$ cat src/rtl/stscan_ram.sv
// Generic single-write, single-read RAM with registered read data.
// Stand-alone; used for the text store and the font store.
module stscan_ram #(
	parameter int WIDTH = 8,
	parameter int DEPTH = 64
) (
	input  logic                     clk,
	input  logic                     we,
	input  logic [$clog2(DEPTH)-1:0] waddr,
	input  logic [WIDTH-1:0]         wdata,
	input  logic [$clog2(DEPTH)-1:0] raddr,
	output logic [WIDTH-1:0]         rdata
);

	logic [WIDTH-1:0] mem_q [DEPTH];

	// write port
	always_ff @(posedge clk) begin
		if (we) begin
			mem_q[waddr] <= wdata;
		end
	end

	// registered read port
	always_ff @(posedge clk) begin
		rdata <= mem_q[raddr];
	end

endmodule

$ cat config.mk
export PLATFORM = sky130hd
export DESIGN_NAME = stscan_ram
export DESIGN_NICKNAME = d
export VERILOG_FILES = /design/src/rtl/stscan_ram.sv
export SDC_FILE = /design/constraint.sdc
export NUM_CORES = 1
export LEC_CHECK = 0
export BUFFER_PORTS_ARGS = -buffer_cell sky130_fd_sc_hd__buf_2
export CAP_MARGIN = 20
export CORE_ASPECT_RATIO = 0.9
export CORE_MARGIN = 2
export CORE_UTILIZATION = 56
export DETAILED_ROUTE_END_ITERATION = 7
export GPL_TIMING_DRIVEN = 0
export PLACE_DENSITY_LB_ADDON = 0.12
export SYNTH_ARGS = -nofsm -noshare
export SYNTH_HDL_FRONTEND = slang
export SYNTH_SLANG_ARGS = --single-unit
export TNS_END_PERCENT = 5
$ cat constraint.sdc
create_clock -name clk -period 1.75 [get_ports clk]
set_input_delay 0.0875 -clock clk [delete_from_list [all_inputs] [get_ports clk]]
set_output_delay 0.0875 -clock clk [all_outputs]
set_load 0.005 [all_outputs]
==> results by group <==
STA
  – Setup TNS: -2.02 ns
  – RSZ-0062 raised after global routing: yes
  – Period minus WS final: 1.96 ns
  – Rel. slew slack: 0.342
  – Hold violation count in the final report: 0
  – Fin crit share: 1.12
  – FMAX: 510 MHz
  – Setup ws final: -0.211 ns
  – Final slew viol count: 0
  – Skew final: 0.00763 ns
  – Final setup vio count: between 40 and 50
  – Least-Margin Pin Slew: 0.987 ns

Die
  – IO Pins: 30
  – Core region area: 35300 um2
  – Die ar.: 37500 um2
  – Initial core utilization: 0.571
  – Rows: 65
  – DIE HEIGHT: 184 um
  – Die Wd: 204 um

Power and ir drop
  – Pwr dens: 1130 nW/um2
  – Psw: 5.45 mW
  – Final Power: between 20 and 30 mW
  – Sw Ratio: 0.210
  – Reg power frac: 0.533
  – Pint: 20.4 mW
  – Static Leakage: 7.17 nW
  – Clock power frac: 0.409
  – Logic pwr share: 0.057
  – IR drop worst, VDD: ~0.99 mV

Worst setup path
  – Startpoint type of the worst setup path: register
  – Worst Path Class, Setup: reg -> reg
  – Crit path DAT: 2.38 ns
  – R2r setup slk: -0.21 ns
  – R2R depth: 5
  – Crit end category: register
  – FF-to-FF Start: mem_q[20][6]$_DFFE_PP_
  – CP Max Fanout: 1
  – Worst EP required: about 2.2 ns
  – Worst R2R End: rdata[6]$_DFF_P_

Finish
  – Layout cells sized above 1: 0.303
  – Fillers: between 2000 and 2500
  – Most common cell after layout, fill and taps aside: edfxtp_1
  – Area growth syn-to-layout: 14.0%
  – Most frequent cells in the layout: edfxtp_1 (512), mux4_2 (126), nor2_1 (58)
  – Final nets: 1052

Yosys
  – Synth warn: 0
  – Distinct cells, synth: 40
  – Mean Syn Cell Area: 21.5 um2
  – Syn Inst Count: 940
  – #FFs+latches synth: 520
  – Mapped cell area: 20200 um2
  – Syn_nets: approximately 960
  – Register area share after synthesis: 0.770

Placement
  – Post-place setup slack: -1.15 ns
  – Port buffer count: 21
  – Post-DP HPWL: 30400 um
  – Final GP Congestion: 0.879

Detailed routing
  – Drt initial violations: 1180
  – First-pass iteration count of the detailed router: 5
  – Routed Antenna Nets: 0
  – Vias per cell: 6.43
  – Via Count: 9912
  – WL final: approximately 48000 um
  – WL/cell: around 31 um
  – DRC violations left: 0

Clock tree
  – Clk Latency, worst-skew pair: approximately 0.57 ns
  – Clk sinks: 520
  – CTS tree: yes
  – H-tree lvl count: 2
  – CTS Root Cell: clkbuf_16
  – Clock transition at the registers of the reported paths: approximately 0.060 ns
  – CTS buffer count: 51
  – Clock Path Buffers: 3

Global routing
  – Initial antenna violation count: 1
  – Vias in the first global route: 9988
  – All-Layer GR Usage: 0.264
  – First-pass GRT wire length: approximately 69000 um
  – Largest net degree at the start of global routing: 65
  – Total gr overflow: 0

Status
  – Status: finished, violations left
  – Failing checks: negative setup slack

Worst hold path
  – Hold Crit Start: wdata[5]
  – Worst hold path cell count: 1
  – Endpoint of the worst hold path: mem_q[19][5]$_DFFE_PP_
  – Hold Crit Class: in -> reg

Job
  – Max Cap Violations: 0
[per-layer routing]
layer | vias up | share of wire | GRT usage
met3 | 90 | 0.083 | 0.0443
met5 | - | 0 | 0
li1 | 4119 | - | -
met2 | 453 | 0.48 | 0.418
met4 | 0 | 0.028 | 0.0803
met1 | 5250 | 0.41 | 0.384
[cells by family (layout without fill, tap and decap cells)]
group	count (synthesis)	after routing	synth area share
simple gates	153	153	0.0339
other cells	0	1	0
buf+inv	51	182	0.0157
mux	162	162	0.159
flops	520	520	0.770
compound gates	54	54	0.0207
[power groups by stage]
| stage | Clock [mW] | Combinational [mW] | Sequential, mW |
|---|---|---|---|
| after floorplan | 0 | 0.735 | 14.1 |
| after global placement | 0 | 1.32 | 14.1 |
| after detailed placement | 0 | 1.37 | 14.1 |
| after CTS | 10.7 | 1.43 | 13.8 |
| after global routing | 11.2 | 1.56 | 13.8 |
| final | 10.6 | 1.49 | 13.8 |
[repair_timing]
| item | in CTS | in global routing |
|---|---|---|
| resized for setup | 48 | 29 |
| pin swaps | 3 | 3 |
| hold buffers | 2 | 4 |
| setup endpoints to repair | 116 | 211 |
| endpoints found under the hold margin | 18 | 55 |
| buffers inserted | 0 | 0 |
[critical path, stage by stage (launching register included)]
cell	delay, ns
edfxtp_1	0.36
mux4_2	0.48
mux2_2	0.31
o221a_2	0.31
nor3_4	0.19
o32ai_2	0.16
[layout make-up]
cell class                      instances  area [um2]  share of cell area
Antenna cell                            1        2.50            0.000109
Buffer                                 51         347              0.0151
Clock buffer                           63        1360              0.0593
Clock inverter                         31         246              0.0107
Multi-Input combinational cell        369        4570               0.199
Sequential cell                       520       15500               0.676
Tap cell                              469         587              0.0255
Timing Repair Buffer                   37         340              0.0148
[cell usage after synthesis]
master / count / area, um2
a2111oi_0: 2 / 17.5
a211oi_1: 4 / 30.0
a21oi_1: 3 / 15.0
a221oi_1: 6 / 52.6
a22oi_1: 3 / 22.5
a31oi_1: 1 / 6.26
and2_1: 1 / 6.26
buf_1: 4 / 15.0
buf_12: 2 / 40.0
buf_2: 11 / 55.1
buf_4: 13 / 97.6
buf_6: 4 / 45.0
clkbuf_1: 17 / 63.8
dfxtp_1: 8 / 160
edfxtp_1: 512 / 15400
mux2_2: 13 / 146
mux2i_1: 23 / 230
mux4_2: 126 / 2840
nand2_1: 19 / 71.3
nand2b_1: 7 / 43.8
nand3_1: 13 / 65.1
nand3b_1: 3 / 22.5
nand4_1: 2 / 12.5
nand4b_1: 1 / 8.76
nor2_1: 83 / 312
nor2b_1: 14 / 87.6
nor3_1: 7 / 35.0
nor4_1: 2 / 12.5
o2111ai_1: 3 / 26.3
o21a_1: 2 / 15.0
o21ai_0: 2 / 10.0
o21ai_1: 2 / 10.0
o221a_2: 2 / 22.5
o221ai_1: 8 / 70.1
o22ai_1: 8 / 50.1
o2bb2ai_1: 3 / 26.3
o311ai_1: 1 / 8.76
o32ai_1: 2 / 17.5
o41ai_1: 2 / 17.5
or3_1: 1 / 6.26
[worst max-delay path by stage]
| stage | start | endpoint | slack, ns | cells after the start |
|---|---|---|---|---|
| 2_1_floorplan | raddr[0] | rdata[3]$_DFF_P_ | 0.02 | 6 |
| 3_3_place_gp | raddr[2] | rdata[3]$_DFF_P_ | -1.13 | 7 |
| 3_5_place_dp | raddr[2] | rdata[3]$_DFF_P_ | -1.15 | 7 |
| 4_1_cts | mem_q[4][0]$_DFFE_PP_ | rdata[0]$_DFF_P_ | -0.20 | 5 |
| 5_1_grt | mem_q[4][0]$_DFFE_PP_ | rdata[0]$_DFF_P_ | -0.24 | 5 |
| 6_report | mem_q[20][6]$_DFFE_PP_ | rdata[6]$_DFF_P_ | -0.21 | 5 |
[metrics by stage]
step,hold slack [ns],area [um2],std cells,utilization
5_1_grt,0.0400,23000,1541,0.651
3_5_place_dp,0.466,21000,1436,0.594
4_1_cts,0.0216,22800,1532,0.645
3_3_place_gp,0.464,20900,1430,0.591
2_1_floorplan,0.186,20200,940,-
6_report,0.0288,23000,1541,0.651
[registers in the layout, indices dropped and copies added, names as in the netlist]
signal	flops
mem_q	512
rdata	8
Power figures use the tool's default switching activity.
