[config.mk]
export PLATFORM = sky130hd
export DESIGN_NAME = stscan_place
export DESIGN_NICKNAME = d
export VERILOG_FILES = /design/src/rtl/stscan_pkg.sv /design/src/rtl/stscan_place.sv
export SDC_FILE = /design/constraint.sdc
export NUM_CORES = 1
export LEC_CHECK = 0
export BUFFER_PORTS_ARGS = -buffer_cell sky130_fd_sc_hd__buf_2
export CAP_MARGIN = 20
export CORE_AREA = 2 2 120 64
export CTS_BUF_LIST = sky130_fd_sc_hd__clkbuf_8 sky130_fd_sc_hd__clkbuf_16
export DETAILED_ROUTE_END_ITERATION = 16
export DIE_AREA = 0 0 122 66
export PLACE_DENSITY = 0.77
export SLEW_MARGIN = 20
export SYNTH_ARGS = -nofsm -noshare
export SYNTH_HDL_FRONTEND = slang
export SYNTH_SLANG_ARGS = --single-unit
[constraint.sdc]
create_clock -name clk -period 4.3 [get_ports clk]
set_clock_uncertainty 0.1 [all_clocks]
set_input_delay 0.645 -clock clk [delete_from_list [all_inputs] [get_ports clk]]
set_output_delay 0.645 -clock clk [all_outputs]
set_load 0.005 [all_outputs]
[src/rtl/stscan_pkg.sv]
// Shared constants, field layout and control types of the scrolling text row scanner.
// Used by stscan_place, the top level and the testbench; depends on nothing.
package stscan_pkg;

	// store sizes
	localparam int MAX_TEXT    = 64;
	localparam int FONT_CODES  = 128;
	localparam int TEXT_AW     = $clog2(MAX_TEXT);
	localparam int FONT_CODE_W = $clog2(FONT_CODES);
	localparam int ROW_W       = 3;
	localparam int FONT_AW     = FONT_CODE_W + ROW_W;
	localparam int FONT_DEPTH  = FONT_CODES * 8;

	// field widths
	localparam int MODE_W  = 2;
	localparam int POSN_W  = 7;
	localparam int CODE_W  = 7;
	localparam int GLYPH_W = 5;
	localparam int WORD_W  = 32;

	// scroll geometry
	localparam int GLYPH_PITCH   = 6;
	localparam int WRAP_EXTRA    = 35;
	localparam int FROZEN_OFFSET = 36;
	localparam int START_POS     = 6 * GLYPH_PITCH;
	localparam int OFF_W         = 9;
	localparam int TICK_W        = 8;
	localparam int LEN_W         = 7;
	localparam int LEN_CNT_W     = $clog2(MAX_TEXT + 1);
	localparam int POS_W         = $clog2((MAX_TEXT + 6) * GLYPH_PITCH);
	localparam int AMT_W         = ((POS_W > OFF_W) ? POS_W : OFF_W) + 1;
	localparam int BOUND_W       = $clog2(MAX_TEXT * GLYPH_PITCH + WRAP_EXTRA + 1);
	localparam int CMP_W         = (BOUND_W > OFF_W) ? BOUND_W : OFF_W;

	// input item layout in s_tdata
	localparam int S_POSN_LO  = 0;
	localparam int S_GROW_LO  = S_POSN_LO + POSN_W;
	localparam int S_VALUE_LO = S_GROW_LO + ROW_W;
	localparam int S_DATA_W   = 24;

	// result item layout in m_tdata
	localparam int M_ROW_LO  = 0;
	localparam int M_WORD_LO = M_ROW_LO + ROW_W;
	localparam int M_DATA_W  = 40;

	// input modes
	localparam logic [MODE_W-1:0] MODE_TICK  = 2'd0;
	localparam logic [MODE_W-1:0] MODE_TEXT  = 2'd1;
	localparam logic [MODE_W-1:0] MODE_GLYPH = 2'd2;

	// configuration register indexes
	localparam int CFG_IDX_W  = 2;
	localparam int CFG_DATA_W = 8;
	localparam logic [CFG_IDX_W-1:0] REG_TEXT_LENGTH   = 2'd0;
	localparam logic [CFG_IDX_W-1:0] REG_SCROLL_FREEZE = 2'd1;
	localparam logic [CFG_IDX_W-1:0] REG_SCROLL_PERIOD = 2'd2;
	localparam logic [TICK_W-1:0]    PERIOD_RESET      = 8'd30;

	// control from the sequencer to the shift-add unit
	typedef struct packed {
		logic clear;
		logic add;
	} place_ctrl_t;

endpackage

[src/rtl/stscan_place.sv]
// Shared shifter-adder: places one glyph row at a signed column amount and sums it.
// Depends on stscan_pkg.
module stscan_place (
	input  logic                                clk,
	input  stscan_pkg::place_ctrl_t             ctrl,
	input  logic [stscan_pkg::GLYPH_W-1:0]      glyph,
	input  logic signed [stscan_pkg::AMT_W-1:0] amount,
	output logic [stscan_pkg::WORD_W-1:0]       word
);
	import stscan_pkg::*;

	logic [WORD_W-1:0] acc_q;
	logic [WORD_W-1:0] wide_glyph;
	logic [AMT_W-1:0]  neg_amount;
	logic [WORD_W-1:0] placed;

	// left shift for positive amounts, right shift for negative, zero past the word
	always_comb begin
		wide_glyph = WORD_W'(glyph);
		neg_amount = AMT_W'(-amount);
		placed     = '0;
		if (!amount[AMT_W-1]) begin
			if (amount < AMT_W'(WORD_W)) begin
				placed = wide_glyph << amount[4:0];
			end
		end else if (neg_amount < AMT_W'(WORD_W)) begin
			placed = wide_glyph >> neg_amount[4:0];
		end
	end

	// running sum, wraps modulo 2^32
	always_ff @(posedge clk) begin
		if (ctrl.clear) begin
			acc_q <= '0;
		end else if (ctrl.add) begin
			acc_q <= acc_q + placed;
		end
	end

	assign word = acc_q;

endmodule

==> out/metrics.cfg, run 1 <==
[status]
status = finished clean

[route]
avgRoutedWirePerCell_um = 17.2
drtIter0Drc = 434
vias_per_cell = 6.09
wl_um = 10600
drc_errors = 0
firstDrtPassIters = 8
vias = 3766
ant_nets = 0

[power_and_ir_drop]
power-per-cell-area_nw_per_um2 = 189
power_frac_seq_pct = 37.3
ir_drop_v = 0.000117
switching_share_pct = 27.6
p_switching_mw = 0.222
power.internal_mw = 0.584
p_comb_share_pct = 17.1
totalPowerFinal_mw = 0.807
clockPowerShare_pct = 45.6
power_leakage_nw = 2.11

[synth]
synthTopCellsByArea = dfxtp_1, ha_1, mux2i_1
syn_area_per_cell_um2 = 7.72
synth_cell_types = 61
synthFlopType = dfxtp_1
synth_area_leader_cell = dfxtp_1
postSynthCellCount = 439
synth_edf_count = 0
synth-seq-cells = 32
syn_nets = 490
synth_commonest_cells = nor2_1, a21oi_1, dfxtp_1, ha_1, mux2i_1
syn-cell-area_um2 = 3390
ys_seq_area_share_pct = 18.9
yosysMostFrequentCell = nor2_1
synthArstFlopShare_pct = 0
synth_top_area_share_pct = 18.9
synth_warnings = 0

[layout]
drive_above_1_share_pct = 26.6
fin_nets = 572
layout.cells.non_filler = 618
diodes = 0
syn_to_final_growth_pct = 25.7
post-route-util_pct = 60.7
largest_reg_flops = 32
design_area_um2 = 4260

[global_routing]
grt_usage_pct = 27.1
grt_pass1_wl_um = 16900
antenna_found_initial = 0
grt_overflow = 0
grt_max_degree = 50
grt_pass1_vias = 3383

[cts]
cts_tree = done
numClockSinks = 32
cts_made_buffers = 5
cts_buffer_depth = 2
cts.htree.levels = 2
clk_latency_ps = 290
clk_pin_slew_ps = 50
cts-root-buf = clkbuf_16
ctsHoldBuffers = 0

[worst_hold_path]
min_path_type = reg2reg
min_from = word[29]
holdPathEnd = word[29]
holdPathStages = 2

[worst_setup_path]
cp_max_fo = 4
crit_type = in2reg
start_kind = input port
crit_required_ps = 4410
r2r-end = word[26]
cp.arrival_ps = 4220
r2r_slack_ps = 1430
cp-end-kind = register
r2r_cells = 13
r2r-start = word[0]

[timing]
hold_ws_ps = 400
hold_violations = 0
worstMarginPinSlew_ps = 1080
fin_crit_ps = 4120
layout_setup_ws_ps = 183
slew_headroom_pct = 28.0
rsz0062_at_grt = true
finalMaxSlewViolations = 0
fin_crit_sh_pct = 95.7
max_freq_mhz = 243
setup_violations = 0
fin_tns_setup_ps = 0

[place]
gp_congestion = 0.967
port_buffers = 49
place_inst = 609
hpwl_um = 8070
post-place-ws_ps = -176
placed_area_um2 = 3990

[die]
rows = 22
dieWidth_um = 122
design.die.area_um2 = 8050
top_level_ports = 50
core_um2 = 7020
die_h_um = 66
initial_core_util_pct = 48.3

[flow_run]
maxCapViolCount = 0

-- what timing repair did --
action                     4_1_cts  5_1_grt
gates resized for setup          0       27
setup endpoints to repair        0       10
buffers inserted                 0        1
-- per-layer routing --
metal	track usage (%)	routed length, um	up-vias
met5	0	0	-
met4	6.61	121	0
met3	6.72	1210	22
met2	38.1	4180	207
met1	40.5	5110	1759
li1	-	-	1778
-- cell type report --
type	count	area, um^2
fill	647	2760
sequential	32	641
clock buffer	6	139
inverter	11	41.3
multi-input combinational	376	2720
tap	96	120
timing repair buffer	95	591
clock inverter	2	11.3
-- worst max-delay path by stage --
stage	startpoint	endpoint	slack, ps	cells past startpoint
6_report	amount[8]	word[26]	180	22
5_1_grt	amount[8]	word[26]	-60	22
4_1_cts	amount[8]	word[26]	100	22
3_5_place_dp	amount[0]	word[31]	-180	20
3_3_place_gp	amount[0]	word[31]	-50	20
2_1_floorplan	amount[0]	word[30]	40	21
-- logic make-up (layout without fill, tap and decap cells) --
group	after synthesis	after routing	share of synthesized area (%)
buffers and inverters	31	114	4.21
xor gates and xnor gates	24	24	6.20
DFF	32	32	18.9
AOI/OAI and AO/OA	127	127	26.0
muxes	32	32	9.52
and+or+nand+nor	160	160	22.8
adders and majority gates	33	33	12.4
-- power by group through the flow --
stage | Clock [mW] | Sequential, mW | Combinational [mW]
2_1_floorplan | 0 | 0.307 | 0.0763
3_3_place_gp | 0 | 0.307 | 0.124
3_5_place_dp | 0 | 0.307 | 0.127
4_1_cts | 0.377 | 0.301 | 0.127
5_1_grt | 0.391 | 0.301 | 0.148
6_report | 0.368 | 0.301 | 0.138
-- worst max-delay path: stages --
cell and delay [ps]:
buf_2 110, or3_4 410, nor3_2 140, buf_4 140, nand2b_1 70, nor3_2 110
buf_4 150, nand2_1 50, o21ai_1 120, ha_2 240, fa_2 220, a21oi_2 80
o21ai_2 170, a21oi_2 90, o211ai_2 170, a31oi_2 140, o211a_4 270, buf_4 150
o31ai_4 250, xor2_1 240, mux2i_1 110, nor2_1 160
-- placed cells by master (no fill, tap or decap), drive strengths merged, types with 6 or more instances in the layout --
master / n
nor3: 14
dfxtp: 32
a22oi: 8
xnor2: 15
buf: 95
inv: 12
a21oi: 41
nor2b: 6
xor2: 9
o21ai: 20
a211oi: 6
nor2: 67
nand3: 11
clkbuf: 6
nand2b: 8
mux2i: 30
nand2: 25
a21o: 16
ha: 32
No activity file was read; power rests on OpenSTA's default activity.
==> inputs of run 2 (changes only) <==
Settings changed: CELL_PAD_IN_SITES_DETAIL_PLACEMENT set to 1, CELL_PAD_IN_SITES_GLOBAL_PLACEMENT set to 1, CORE_AREA 2 2 120 64 to 2 2 135 71, DIE_AREA 0 0 122 66 to 0 0 137 73, GPL_TIMING_DRIVEN set to 0, PLACE_DENSITY 0.77 to 0.82, REMOVE_ABC_BUFFERS set to 1.
==> out/metrics.cfg, run 2 (synthesis results as in run 1) <==
[timing]
rsz0062_at_grt = true
finalMaxSlewViolations = 0  ; unchanged
slew_headroom_pct = 45.8  ; +18 points
hold_violations = 0  ; unchanged
worstMarginPinSlew_ps = 813  ; -267 ps
layout_setup_ws_ps = -103  ; -287 ps
fin_crit_sh_pct = 102  ; +6.7 points
fin_crit_ps = 4400  ; +287 ps
setup_violations = 2  ; +2
max_freq_mhz = 227  ; -6.5%

[global_routing]
grt_pass1_wl_um = 18300  ; +8.0%
antenna_found_initial = 0  ; unchanged
grt_usage_pct = 23.6  ; -3.5 points
grt_overflow = 0  ; unchanged
grt_max_degree = 50  ; unchanged
grt_pass1_vias = 3490  ; +3.2%

[layout]
multiInputGateArea_um2 = 2930  ; +7.9%
diodes = 0  ; unchanged
drive_above_1_share_pct = 28.2  ; +1.6 points
fillerInstances = 1099  ; +70%
regArea_um2 = 641  ; unchanged
final_cell_mix = nor2_1, buf_2, a21oi_1, dfxtp_1, mux2i_1
layout_commonest_cell = nor2_1
largest_reg_flops = 32  ; unchanged
fin_nets = 550  ; -3.8%
syn_to_final_growth_pct = 30.1
design_area_um2 = 4410  ; +3.5%

[status]
status = finished, violations left
violations = setup timing

[route]
avgRoutedWirePerCell_um = 19.7  ; +15%
wl_um = 12300  ; +15%
drtIter0Drc = 275  ; -37%
vias_per_cell = 5.85  ; -4.1%
firstDrtPassIters = 5  ; -3
vias = 3630  ; -3.6%
ant_nets = 0  ; unchanged
drc_errors = 0  ; unchanged

[die]
rows = 25  ; +14%
initial_core_util_pct = 37.6  ; -11 points
design.die.area_um2 = 10000  ; +24%
top_level_ports = 50  ; unchanged
dieWidth_um = 137  ; +12%
die_h_um = 73  ; +11%
core_um2 = 9010  ; +28%

[power_and_ir_drop]
power-per-cell-area_nw_per_um2 = 182  ; -3.8%
ir_drop_v = 0.000123  ; +5.8%
power_leakage_nw = 2.05  ; -3.2%
totalPowerFinal_mw = 0.803  ; -0.45%

[worst_setup_path]
cp.arrival_ps = 4440  ; +220 ps
r2r-start = word[1]
cp_max_fo = 8  ; +4
start_kind = input port
crit_required_ps = 4340  ; -70 ps
cp-end-kind = register
startpoint = amount[0]
crit_type = in2reg

[cts]
clk_pin_slew_ps = 50  ; about the same
cts.htree.levels = 2  ; unchanged
cts_made_buffers = 5  ; unchanged
clk_latency_ps = 290  ; about the same
cts-root-buf = clkbuf_16
numClockSinks = 32  ; unchanged
cts_tree = done
cts_buffer_depth = 2  ; unchanged

[flow_run]
maxCapViolCount = 0  ; unchanged

[place]
placed_area_um2 = 3680  ; -7.7%
port_buffers = 49  ; unchanged
hpwl_um = 8480  ; +5.0%
gp_congestion = 0.891  ; -7.8%

[worst_hold_path]
min_path_type = reg2reg
min_from = word[27]

==> run 2: cell types whose count changed in the layout (fill, tap and decap cells not counted), sizes merged <==
cell	previous run	this run
clkinvlp	1	0
inv	12	11
clkinv	0	2
buf	95	73
==> run 2: path summary, 6_finish.rpt <==
check	endpoint	slack [ps]	cells after the start
hold reg to reg	word[27]	390	2
setup / recovery	word[31]	-100	22
setup reg to reg	word[31]	1310	12
hold / removal	word[27]	390	2
==> run 2: timing repair <==
item / in CTS / in global routing
hold buffers: 0 / 0
gates resized for setup: 28 / 60
pin swaps: 10 / 27
buffers inserted: 7 / 18
hold endpoints to repair: 0 / 0
endpoints found under the setup margin: 15 / 15
==> run 2: report_power, final <==
group	switching (mW)	internal, mW
sequential	0.00263	0.299
combinational	0.0857	0.0537
clock	0.136	0.226
total	0.224	0.579
==> run 2: routing by layer <==
| layer | part of all wire [%] | track usage, % | vias to the layer above |
|---|---|---|---|
| li1 | - | - | 1735 |
| met1 | 48 | 33.7 | 1769 |
| met2 | 45 | 37.1 | 115 |
| met3 | 6.1 | 4.65 | 11 |
| met4 | 0.88 | 4.24 | 0 |
| met5 | 0 | 0 | - |
==> run 2: critical path, stage by stage <==
cell       delay, ps
buf_16           110
clkinv_8          50
ha_4             170
xor2_1           130
nand2_1           90
o22ai_2          170
nand4_1          250
buf_4            230
nor2_4           110
a32o_2           230
ha_4             210
a211oi_2         290
nor3_2           110
buf_4            150
o2111ai_4        210
nand3_2          130
o211ai_2         250
nand2_2           90
a41oi_2          280
mux2i_2          290
a21o_1           160
a21oi_2           50
==> run 2: per-stage QoR <==
| step | TNS, ps | instances | worst slack, ps | utilization, % | hold slack, ps |
|---|---|---|---|---|---|
| 2_1_floorplan | 0 | 419 | 174 | - | 371 |
| 3_3_place_gp | -7910 | 589 | -797 | 40.9 | 369 |
| 3_5_place_dp | -10880 | 589 | -933 | 40.9 | 383 |
| 4_1_cts | 0 | 604 | 1.65 | 44.4 | 394 |
| 5_1_grt | -1010 | 621 | -257 | 48.9 | 432 |
| 6_report | -161 | 621 | -103 | 48.9 | 393 |
==> run 2: cell type report <==
cell class | count | share of cell area, %
Clock buffer | 6 | 3.15
Clock inverter | 2 | 0.170
Inverter | 11 | 1.50
Multi-Input combinational cell | 376 | 66.5
Sequential cell | 32 | 14.5
Tap cell | 121 | 3.43
Timing Repair Buffer | 73 | 10.8
